## config.mk

```make
export PLATFORM = sky130hd
export DESIGN_NAME = mcad_ctrl
export DESIGN_NICKNAME = d
export VERILOG_FILES = /design/src/hw/rtl/mcad_pkg.sv /design/src/hw/rtl/mcad_ctrl.sv
export SDC_FILE = /design/constraint.sdc
export NUM_CORES = 1
export LEC_CHECK = 0
export BUFFER_PORTS_ARGS = -buffer_cell sky130_fd_sc_hd__buf_4
export CAP_MARGIN = 40
export CORE_AREA = 2 2 39 41
export DETAILED_ROUTE_END_ITERATION = 12
export DIE_AREA = 0 0 41 43
export PLACE_DENSITY = 0.72
export SLEW_MARGIN = 20
export SYNTH_ARGS = -nofsm -noshare
export SYNTH_HDL_FRONTEND = slang
export SYNTH_SLANG_ARGS = --single-unit
```

## constraint.sdc

```tcl
create_clock -name clk -period 2.5 [get_ports clk]
set_clock_uncertainty 0.15 [all_clocks]
set_input_delay 0.125 -clock clk [delete_from_list [all_inputs] [get_ports clk]]
set_output_delay 0.125 -clock clk [all_outputs]
set_load 0.005 [all_outputs]
```

## src/hw/rtl/mcad_pkg.sv

```systemverilog
// ----------------------------------------------------------------------------
// mcad_pkg
// Shared types and constants of the least-cost descent search block.
// ----------------------------------------------------------------------------
package mcad_pkg;

    localparam int MAX_NODES = 64;
    localparam int NODE_W    = $clog2(MAX_NODES);
    localparam int CNT_W     = NODE_W + 1;
    localparam int ALT_W     = 16;
    localparam int DIST_W    = 29;
    localparam int COST_W    = 28;
    localparam int SADDR_W   = 2 * NODE_W;

    localparam logic [DIST_W-1:0] DIST_INF = '1;
    localparam logic              CMD_LOAD = 1'b0;
    localparam logic              CMD_RUN  = 1'b1;

    typedef enum logic [4:0] {
        ST_IDLE,
        ST_CLR,
        ST_A0_RD,
        ST_A0_LAT,
        ST_INIT_RD,
        ST_INIT_WR,
        ST_SCAN_RD,
        ST_SCAN_CMP,
        ST_PICK_RD,
        ST_PICK_LAT,
        ST_ROW,
        ST_ALTI_LAT,
        ST_REL_RD,
        ST_REL_WR,
        ST_FIN_RD,
        ST_FIN_CMP,
        ST_DONE
    } state_t;

    typedef enum logic [3:0] {
        OP_NONE,
        OP_LOAD,
        OP_START,
        OP_CLR,
        OP_A0_LAT,
        OP_INIT_RD,
        OP_INIT_WR,
        OP_SCAN_RD,
        OP_SCAN_CMP,
        OP_PICK_RD,
        OP_PICK_LAT,
        OP_ROW,
        OP_ALTI_LAT,
        OP_REL_RD,
        OP_REL_WR,
        OP_FIN_CMP
    } dp_op_t;

    typedef struct packed {
        dp_op_t op;
        logic   clr_ij;
        logic   emit;
    } dp_cmd_t;

    typedef struct packed {
        logic i_last;
        logic j_last;
        logic row_bit;
        logic pick_any;
        logic out_free;
    } dp_status_t;

endpackage

```

## src/hw/rtl/mcad_ctrl.sv

```systemverilog
// ----------------------------------------------------------------------------
// mcad_ctrl
// Sequencer for load, clear, seed, select, relax and final reduction.
// ----------------------------------------------------------------------------
module mcad_ctrl (
    input  logic                clk,
    input  logic                rst_n,
    input  logic                in_valid,
    input  logic                cmd,
    output logic                in_ready,
    input  mcad_pkg::dp_status_t status,
    output mcad_pkg::dp_cmd_t   dp_cmd
);
    import mcad_pkg::*;

    state_t state_reg, state_next;

    always_ff @(posedge clk or negedge rst_n)
    begin
        if (!rst_n)
        begin
            state_reg <= ST_IDLE;
        end
        else
        begin
            state_reg <= state_next;
        end
    end

    always_comb
    begin
        state_next    = state_reg;
        dp_cmd.op     = OP_NONE;
        dp_cmd.clr_ij = 1'b0;
        dp_cmd.emit   = 1'b0;
        in_ready      = 1'b0;
        unique case (state_reg)
            ST_IDLE:
            begin
                in_ready = 1'b1;
                if (in_valid)
                begin
                    if (cmd == CMD_RUN)
                    begin
                        dp_cmd.op     = OP_START;
                        dp_cmd.clr_ij = 1'b1;
                        state_next    = ST_CLR;
                    end
                    else
                    begin
                        dp_cmd.op = OP_LOAD;
                    end
                end
            end
            ST_CLR:
            begin
                dp_cmd.op = OP_CLR;
                if (status.i_last && status.j_last)
                begin
                    dp_cmd.clr_ij = 1'b1;
                    state_next    = ST_A0_RD;
                end
            end
            ST_A0_RD:
            begin
                // altitude of node 0 is read while counters sit at zero
                state_next = ST_A0_LAT;
            end
            ST_A0_LAT:
            begin
                dp_cmd.op  = OP_A0_LAT;
                state_next = ST_INIT_RD;
            end
            ST_INIT_RD:
            begin
                dp_cmd.op  = OP_INIT_RD;
                state_next = ST_INIT_WR;
            end
            ST_INIT_WR:
            begin
                dp_cmd.op = OP_INIT_WR;
                if (status.j_last)
                begin
                    dp_cmd.clr_ij = 1'b1;
                    state_next    = ST_SCAN_RD;
                end
                else
                begin
                    state_next = ST_INIT_RD;
                end
            end
            ST_SCAN_RD:
            begin
                dp_cmd.op  = OP_SCAN_RD;
                state_next = ST_SCAN_CMP;
            end
            ST_SCAN_CMP:
            begin
                dp_cmd.op = OP_SCAN_CMP;
                if (status.i_last && status.j_last)
                begin
                    dp_cmd.clr_ij = 1'b1;
                    state_next    = status.pick_any ? ST_PICK_RD : ST_FIN_RD;
                end
                else
                begin
                    state_next = ST_SCAN_RD;
                end
            end
            ST_PICK_RD:
            begin
                dp_cmd.op  = OP_PICK_RD;
                state_next = ST_PICK_LAT;
            end
            ST_PICK_LAT:
            begin
                dp_cmd.op  = OP_PICK_LAT;
                state_next = ST_ROW;
            end
            ST_ROW:
            begin
                dp_cmd.op = OP_ROW;
                if (status.row_bit)
                begin
                    state_next = ST_ALTI_LAT;
                end
                else if (status.i_last)
                begin
                    dp_cmd.clr_ij = 1'b1;
                    state_next    = ST_SCAN_RD;
                end
            end
            ST_ALTI_LAT:
            begin
                dp_cmd.op  = OP_ALTI_LAT;
                state_next = ST_REL_RD;
            end
            ST_REL_RD:
            begin
                dp_cmd.op  = OP_REL_RD;
                state_next = ST_REL_WR;
            end
            ST_REL_WR:
            begin
                dp_cmd.op = OP_REL_WR;
                if (status.j_last)
                begin
                    if (status.i_last)
                    begin
                        dp_cmd.clr_ij = 1'b1;
                        state_next    = ST_SCAN_RD;
                    end
                    else
                    begin
                        state_next = ST_ROW;
                    end
                end
                else
                begin
                    state_next = ST_REL_RD;
                end
            end
            ST_FIN_RD:
            begin
                state_next = ST_FIN_CMP;
            end
            ST_FIN_CMP:
            begin
                dp_cmd.op  = OP_FIN_CMP;
                state_next = status.j_last ? ST_DONE : ST_FIN_RD;
            end
            ST_DONE:
            begin
                if (status.out_free)
                begin
                    dp_cmd.emit = 1'b1;
                    state_next  = ST_IDLE;
                end
            end
            default:
            begin
                state_next = ST_IDLE;
            end
        endcase
    end

endmodule

```

### Word-level counts from Yosys, hierarchy flattened

Index checks and enable logic that the tools add are counted.

| operators by class | value |
|---|---|
| add/sub/neg operators | 0 |
| magnitude comparators | 0 |
| div/mod/pow operators | 0 |
| eq/ne operators | 21 |
| muxes and demuxes | 26 |
| shifts and indexed selects | 0 |
| multiply operators | 0 |
| bitwise gates (word level) | 0 |
| reductions and logical operators | 4 |

Operator list:

| operator | count |
|---|---|
| 5-bit one-hot mux with 17 select lines | 1 |
| 4-bit one-hot mux with 14 select lines | 1 |
| 5-bit by 4-bit equality test with 1-bit output, second input constant | 8 |
| 5-bit 2-to-1 mux | 8 |
| 5-bit by 3-bit equality test with 1-bit output, second input constant | 4 |
| 4-bit 2-to-1 mux | 3 |
| 5-bit by 2-bit equality test with 1-bit output, second input constant | 2 |
| 1-bit 2-to-1 mux | 9 |
| 2-bit inequality test, second input constant | 4 |
| 5-bit by 1-bit equality test with 1-bit output, second input constant | 1 |
| 5-bit equality test, second input constant | 1 |
| 5-bit logical NOT | 1 |
| 1-bit one-hot mux with 5 select lines | 1 |
| 5-bit AND reduction | 1 |
| 2-bit 2-to-1 mux | 2 |
| 3-bit 2-to-1 mux | 1 |
| 3-bit inequality test, second input constant | 1 |
| 2-bit OR reduction | 1 |
| 1-bit logical AND | 1 |

| storage, ports and cells | value |
|---|---|
| output and inout port bits | 7 |
| bits in read-only memories | 0 |
| flip-flop bits (word level) | 5 |
| bits in latches | 0 |
| memories | 0 |
| logic and storage cells | 52 |
| memory bits (writable) | 0 |
| bits of input ports | 9 |

### Logic depth before layout (Yosys ltp)

Gate-level depths: netlist of run 1.

| depth | value |
|---|---|
| word-level depth | 3 |
| mapped depth | 6 |
| mapped depth without buffers | 4 |

### Worst setup path after synthesis of run 1

OpenSTA, ideal clock, no wires.

| timing path | value |
|---|---|
| path kind | register -> output |
| start | register state_reg[3] |
| end | output dp_cmd[1] in the netlist's numbering |
| required time | 2.225 ns |
| setup slack | 1.109 ns |
| buffers on the path | 0 |
| arrival time | 1.116 ns |
| stages on the path, launching flop included | 5 |
| cell sequence | dfrtp_1 and2b_4 a21oi_1 a2bb2oi_1 o31ai_2 |

RTL lines:

| what | RTL line | text |
|---|---|---|
| from (decl) | mcad_ctrl.sv:16 | `state_t state_reg, state_next;` |
| from (signal assigned) | mcad_ctrl.sv:26 | `state_reg <= state_next;` |
| to (decl) | mcad_ctrl.sv:12 | `output mcad_pkg::dp_cmd_t dp_cmd` |

==> results of run 1 <==
[routing by layer]
metal	share of wire	global-route usage
met1	0.47	0.3007
met2	0.46	0.2750
met3	0.044	0.03141
met4	0.018	0.1000
met5	0	0
[worst max-delay path, stage by stage (launching register included)]
cell,delay [ns]
dfrtp_1,0.59
nor3_4,0.38
nor3b_2,0.26
a32oi_1,0.14
o31ai_2,0.07
buf_4,0.14
[cells by family after synthesis]
logic type / count (synthesis) / share of synthesized area
AOI/OAI and AO/OA: 25 / 0.2751
buffers and inverters: 9 / 0.09233
DFF: 5 / 0.1965
muxes: 1 / 0.01572
and+or+nand+nor: 44 / 0.4204
[area by class of cell]
class,instances,area share
Inverter,1,0.004992
Multi-Input combinational cell,70,0.6023
Tap cell,16,0.02662
Timing Repair Buffer,16,0.1631
Clock inverter,1,0.006656
Sequential cell,5,0.1664
Clock buffer,3,0.02995
[report_power, final]
| group | internal [mW] | switching, mW |
|---|---|---|
| logic | 0.290 | 0.201 |
| clock network | 0.0582 | 0.0389 |
| registers | 0.113 | 0.175 |
[cell usage in the layout, fill, tap and decap left out, types with 2 or more instances in the layout]
cell type	netlist	layout
and4b_1	2	2
nand2_1	10	10
a211oi_1	2	2
nand3_1	7	7
a21oi_1	8	8
nand3b_1	2	2
nand2b_1	2	2
dfrtp_1	5	5
buf_4	2	15
o21ai_0	4	4
nor2b_1	2	2
clkbuf_4	0	3
nor2_1	9	9
[final timing paths]
kind | from | endpoint | slack [ns] | cells past startpoint
setup / recovery | state_reg[1] | dp_cmd[1] | 0.38 | 5
hold / removal | status[0] | state_reg[4] | 0.02 | 4
setup reg to reg | state_reg[1] | state_reg[2] | 0.83 | 4
hold reg to reg | state_reg[4] | state_reg[0] | 0.65 | 1
max in group asynchronous | rst_n | state_reg[4] | 2.02 | 2
min in group asynchronous | rst_n | state_reg[1] | 0.06 | 2
[what timing repair did]
| item | CTS | global route |
|---|---|---|
| hold endpoints to repair | 5 | 0 |
| endpoints found under the setup margin | 0 | 0 |
| hold buffers | 1 | 0 |
[metrics by stage]
stage / setup slack [ns] / total power, mW / hold WS (ns) / utilization / std cells
after floorplan: 1.109 / 0.6588 / -0.3206 / - / 84
after global placement: 0.6664 / 0.7671 / -0.2220 / 0.5163 / 107
after detailed placement: 0.6509 / 0.7810 / -0.2187 / 0.5163 / 107
after CTS: 0.3708 / 0.8814 / 0.01956 / 0.5434 / 112
after global routing: 0.2515 / 0.9661 / 0.03954 / 0.5434 / 112
final: 0.3844 / 0.8764 / 0.01820 / 0.5434 / 112
==> flow_summary.yaml, run 1 <==
run_status:
  status: "complete, no violations"
die:
  dieArea_um2: 1763
  core_area_um2: 1384
  die_x_um: 41
  io_pins: 16
  die_h_um: 43
  fp-row-count: 14
  start_util: 0.4602
yosys:
  synthTopCellsByArea: "dfrtp_1 20%, a21oi_1 6.3%, nand2_1 5.9%"
  synthArstFlopShare: 1.000
  synth_edf_count: 0
  synth-seq-cells: 5
  ys_warn_count: 0
  synth_top_area_cell: "dfrtp_1"
  synth_seq_area_share: 0.1965
  netlist_instances: 84
  synthTopCellsByCount: "10 x nand2_1, 9 x nor2_1, 8 x a21oi_1, 7 x nand3_1, 5 x dfrtp_1"
  synth_area_um2: 636.9
  synthMostInstantiatedCell: "nand2_1"
  synth_fp_nets: 93
  synth_ff_type: "dfrtp_1"
  synth_cell_type_count: 38
  syn_area_per_cell_um2: 7.582
  synth_top_area_frac: 0.1965
grt:
  grt_pass1_wl_um: 2463
  grt_max_degree: 25
  grt_pass1_vias: 539
  track_usage: 0.2028
  antenna_found_initial: 0
  grt-ovfl-total: 0
cells_and_area:
  nNetsFinal: 106
  regArea_um2: 125.1
  drive_gt1_frac: 0.2917
  multi_input_area_um2: 452.9
  largest_reg_flops: 5
  n_antenna_cell: 0
  final_area_um2: 752.0
  area_growth_pct: 18.07
  n_fill_cell: 143
timing:
  rsz0062_at_grt: "false"
  period_minus_slack_ns: 2.116
  drv_slew: 0
  timing.slew.headroom: 0.5376
  final-setup-viol-count: 0
  tightestPinTransition_ns: 0.6936
  fin_setup_tns_ns: 0
  period_share: 0.8462
  hold_violations: 0
  clock.fmax_mhz: 472.7
clock_tree:
  clock_sinks: 5
  cts_resized: 0
  path_clk_slew_ns: 0.05
  clk_latency_ns: 0.25
  cts_buffers: 3
  post_cts_buffers: 0
  cts_tree: "built"
  clockBufferDepth: 2
  cts_root_buffer: "clkbuf_4"
  h-tree-depth: 1
pwr:
  peakVddDrop_mv: 0.6813
  leakage_nw: 0.3338
  power.density_nw_per_um2: 1165
worst_setup_path:
  worstSetupStartpointType: "register"
  crit_required_ns: 2.23
  arrival_ns: 1.84
  end_kind: "output pin"
  path_max_fanout: 20
  crit_type: "register to output pin"
detailed_routing:
  routed-via-count: 665
  drtIter0Drc: 19
  avgRoutedWirePerCell_um: 13.39
  first_pass_iters: 4
  postRouteAntennaNets: 0
  wirelength_um: 1500
  remaining_drc_errors: 0
  via_per_inst: 5.938
job:
  max-cap-violations: 0
placement:
  hpwl_um: 1004
  gp_congestion: 0.7178
  place_area_um2: 714.4
  io_buffers: 15
min_path:
  hp-class: "input pin to register"
(Power assumes the default switching activity.)
==> run 2: changes to the inputs <==
clock period = 2.1 ns   (was 2.5 ns; I/O delays follow)
==> run 2 against run 1 <==
Via count increased by 2.1%. Sequential cell count unchanged. Wire length decreased by 6.7%. Power increased by 23%. Final cell count increased by 3.6%. Global-route usage decreased by 1.2 points. Cell area increased by 4.7%. Critical endpoint unchanged. Largest cell class unchanged.
==> flow_summary.yaml, run 2 (same netlist as run 1, synthesis figures left out) <==
run_status:
  status: "complete, no violations"
worst_setup_path:
  path_max_fanout: 20
  crit_type: "register to output pin"
  worst-r2r-setup-slack_ns: 0.56
  path_depth: 5
  path_delay_family: "simple AND/OR/NAND/NOR gates"
  worstPathCellList: "nor3_4, nor3b_2, a32oi_1, o31ai_2, buf_4"
  path_buf_inv: 1
  timing.rr.end: "state_reg[2]"
  slowest_stage: "dfrtp_2"
  worstSetupStartpointType: "register"
  arrival_ns: 1.69
  critPathMaxStageDelay_ns: 0.53
  worst_r2r_startpoint: "state_reg[0]"
  end_kind: "output pin"
  r2r_cells: 4
  crit_required_ns: 1.85
placement:
  post-place-cells: 110
  io_buffers: 15
  gp_congestion: 0.7241
  place_ws_ns: 0.2970
  hpwl_um: 975.6
clock_tree:
  clockBufferDepth: 2
  cts_root_buffer: "clkbuf_4"
  cts_tree: "built"
  clk_latency_ns: 0.24
  clock_sinks: 5
  cts_buffers: 3
  path_clk_slew_ns: 0.04
  h-tree-depth: 1
die:
  die_h_um: 43
  core_area_um2: 1384
  die_x_um: 41
  start_util: 0.4602
  io_pins: 16
  dieArea_um2: 1763
  fp-row-count: 14
grt:
  grt_max_degree: 21
  grt-ovfl-total: 0
  grt_pass1_wl_um: 2304
  grt_pass1_vias: 512
  track_usage: 0.1909
  antenna_found_initial: 0
cells_and_area:
  n_antenna_cell: 0
  fin_util: 0.5687
  final_common_cell: "buf_4"
  layout_common_cells: "18 x buf_4, 10 x nand2_1, 9 x nor2_1"
  drive_gt1_frac: 0.3300
  nNetsFinal: 110
  n_fill_cell: 137
  finalNonFillerCells: 116
  largest_reg_flops: 5
  area_growth_pct: 23.58
detailed_routing:
  postRouteAntennaNets: 0
  first_pass_iters: 4
  remaining_drc_errors: 0
  routed-via-count: 679
  wirelength_um: 1399
  avgRoutedWirePerCell_um: 12.06
  via_per_inst: 5.853
  drtIter0Drc: 19
timing:
  final-setup-viol-count: 0
  period_share: 0.9247
  worst_slack_ns: 0.1581
  period_minus_slack_ns: 1.942
  fin_setup_tns_ns: 0
  rsz0062_at_grt: "false"
  tightestPinTransition_ns: 0.4631
  clock.fmax_mhz: 515.0
  hold_violations: 0
  timing.slew.headroom: 0.6913
  drv_slew: 0
pwr:
  clkPwrFrac: 0.103
  power.density_nw_per_um2: 1367
  peakVddDrop_mv: 1.036
  power.switching_mw: 0.4895
  total_power_mw: 1.076
  leakage_nw: 0.3476
  p_seq_frac: 0.300
  p_int_mw: 0.5866
  comb_power_share: 0.597
  switching_share: 0.4549
min_path:
  worstHoldStart: "status[4]"
  hp-class: "input pin to register"
  whs_endpoint: "state_reg[2]"
  hold_depth: 2
job:
  max-cap-violations: 0
==> run 2: routing by layer <==
layer | track usage | routed length [µm] | share of wire | up-vias
met3 | 0.07853 | 125 | 0.089 | 2
li1 | - | - | - | 342
met5 | 0 | 0 | 0 | -
met4 | 0.06000 | 13 | 0.0093 | 0
met2 | 0.2594 | 629 | 0.45 | 30
met1 | 0.2689 | 631 | 0.45 | 305
==> run 2: power groups by stage <==
| stage | Combinational, mW | Clock (mW) | Sequential [mW] |
|---|---|---|---|
| finish | 0.643 | 0.110 | 0.323 |
| global route | 0.722 | 0.127 | 0.342 |
| CTS | 0.648 | 0.114 | 0.315 |
| detailed placement | 0.643 | 0 | 0.317 |
| global placement | 0.637 | 0 | 0.314 |
| floorplan | 0.588 | 0 | 0.197 |
==> run 2: repair_timing <==
action                                  CTS  global route
endpoints found under the setup margin    0             3
buffers inserted                          0             0
hold buffers                              2             0
gates resized for setup                   0             3
hold endpoints to repair                  6             0
==> run 2: how the worst max path moves through the flow <==
| stage | from | to | slack, ns |
|---|---|---|---|
| 2_1_floorplan | state_reg[3] | dp_cmd[1] | 0.73 |
| 3_3_place_gp | state_reg[1] | dp_cmd[1] | 0.33 |
| 3_5_place_dp | state_reg[1] | dp_cmd[1] | 0.30 |
| 4_1_cts | state_reg[1] | dp_cmd[1] | 0.03 |
| 5_1_grt | state_reg[1] | dp_cmd[1] | 0.03 |
| 6_report | state_reg[1] | dp_cmd[1] | 0.16 |
==> run 2: layout make-up <==
type                    instances  area, µm²  share of cell area
clock buffers                   4      26.28             0.03339
inverters                       1      3.754            0.004769
multi-input cells              70      452.9              0.5755
flip-flops and latches          5      128.9              0.1638
well taps                      16      20.02             0.02544
repair buffers                 20      155.1              0.1971
==> run 2: through the flow <==
step	cell area [µm²]	hold slack (ns)
floorplan	636.9	-0.3406
global placement	737.0	-0.2422
detailed placement	737.0	-0.2429
CTS	783.3	0.01029
global route	787.0	0.01149
finish	787.0	0.01455
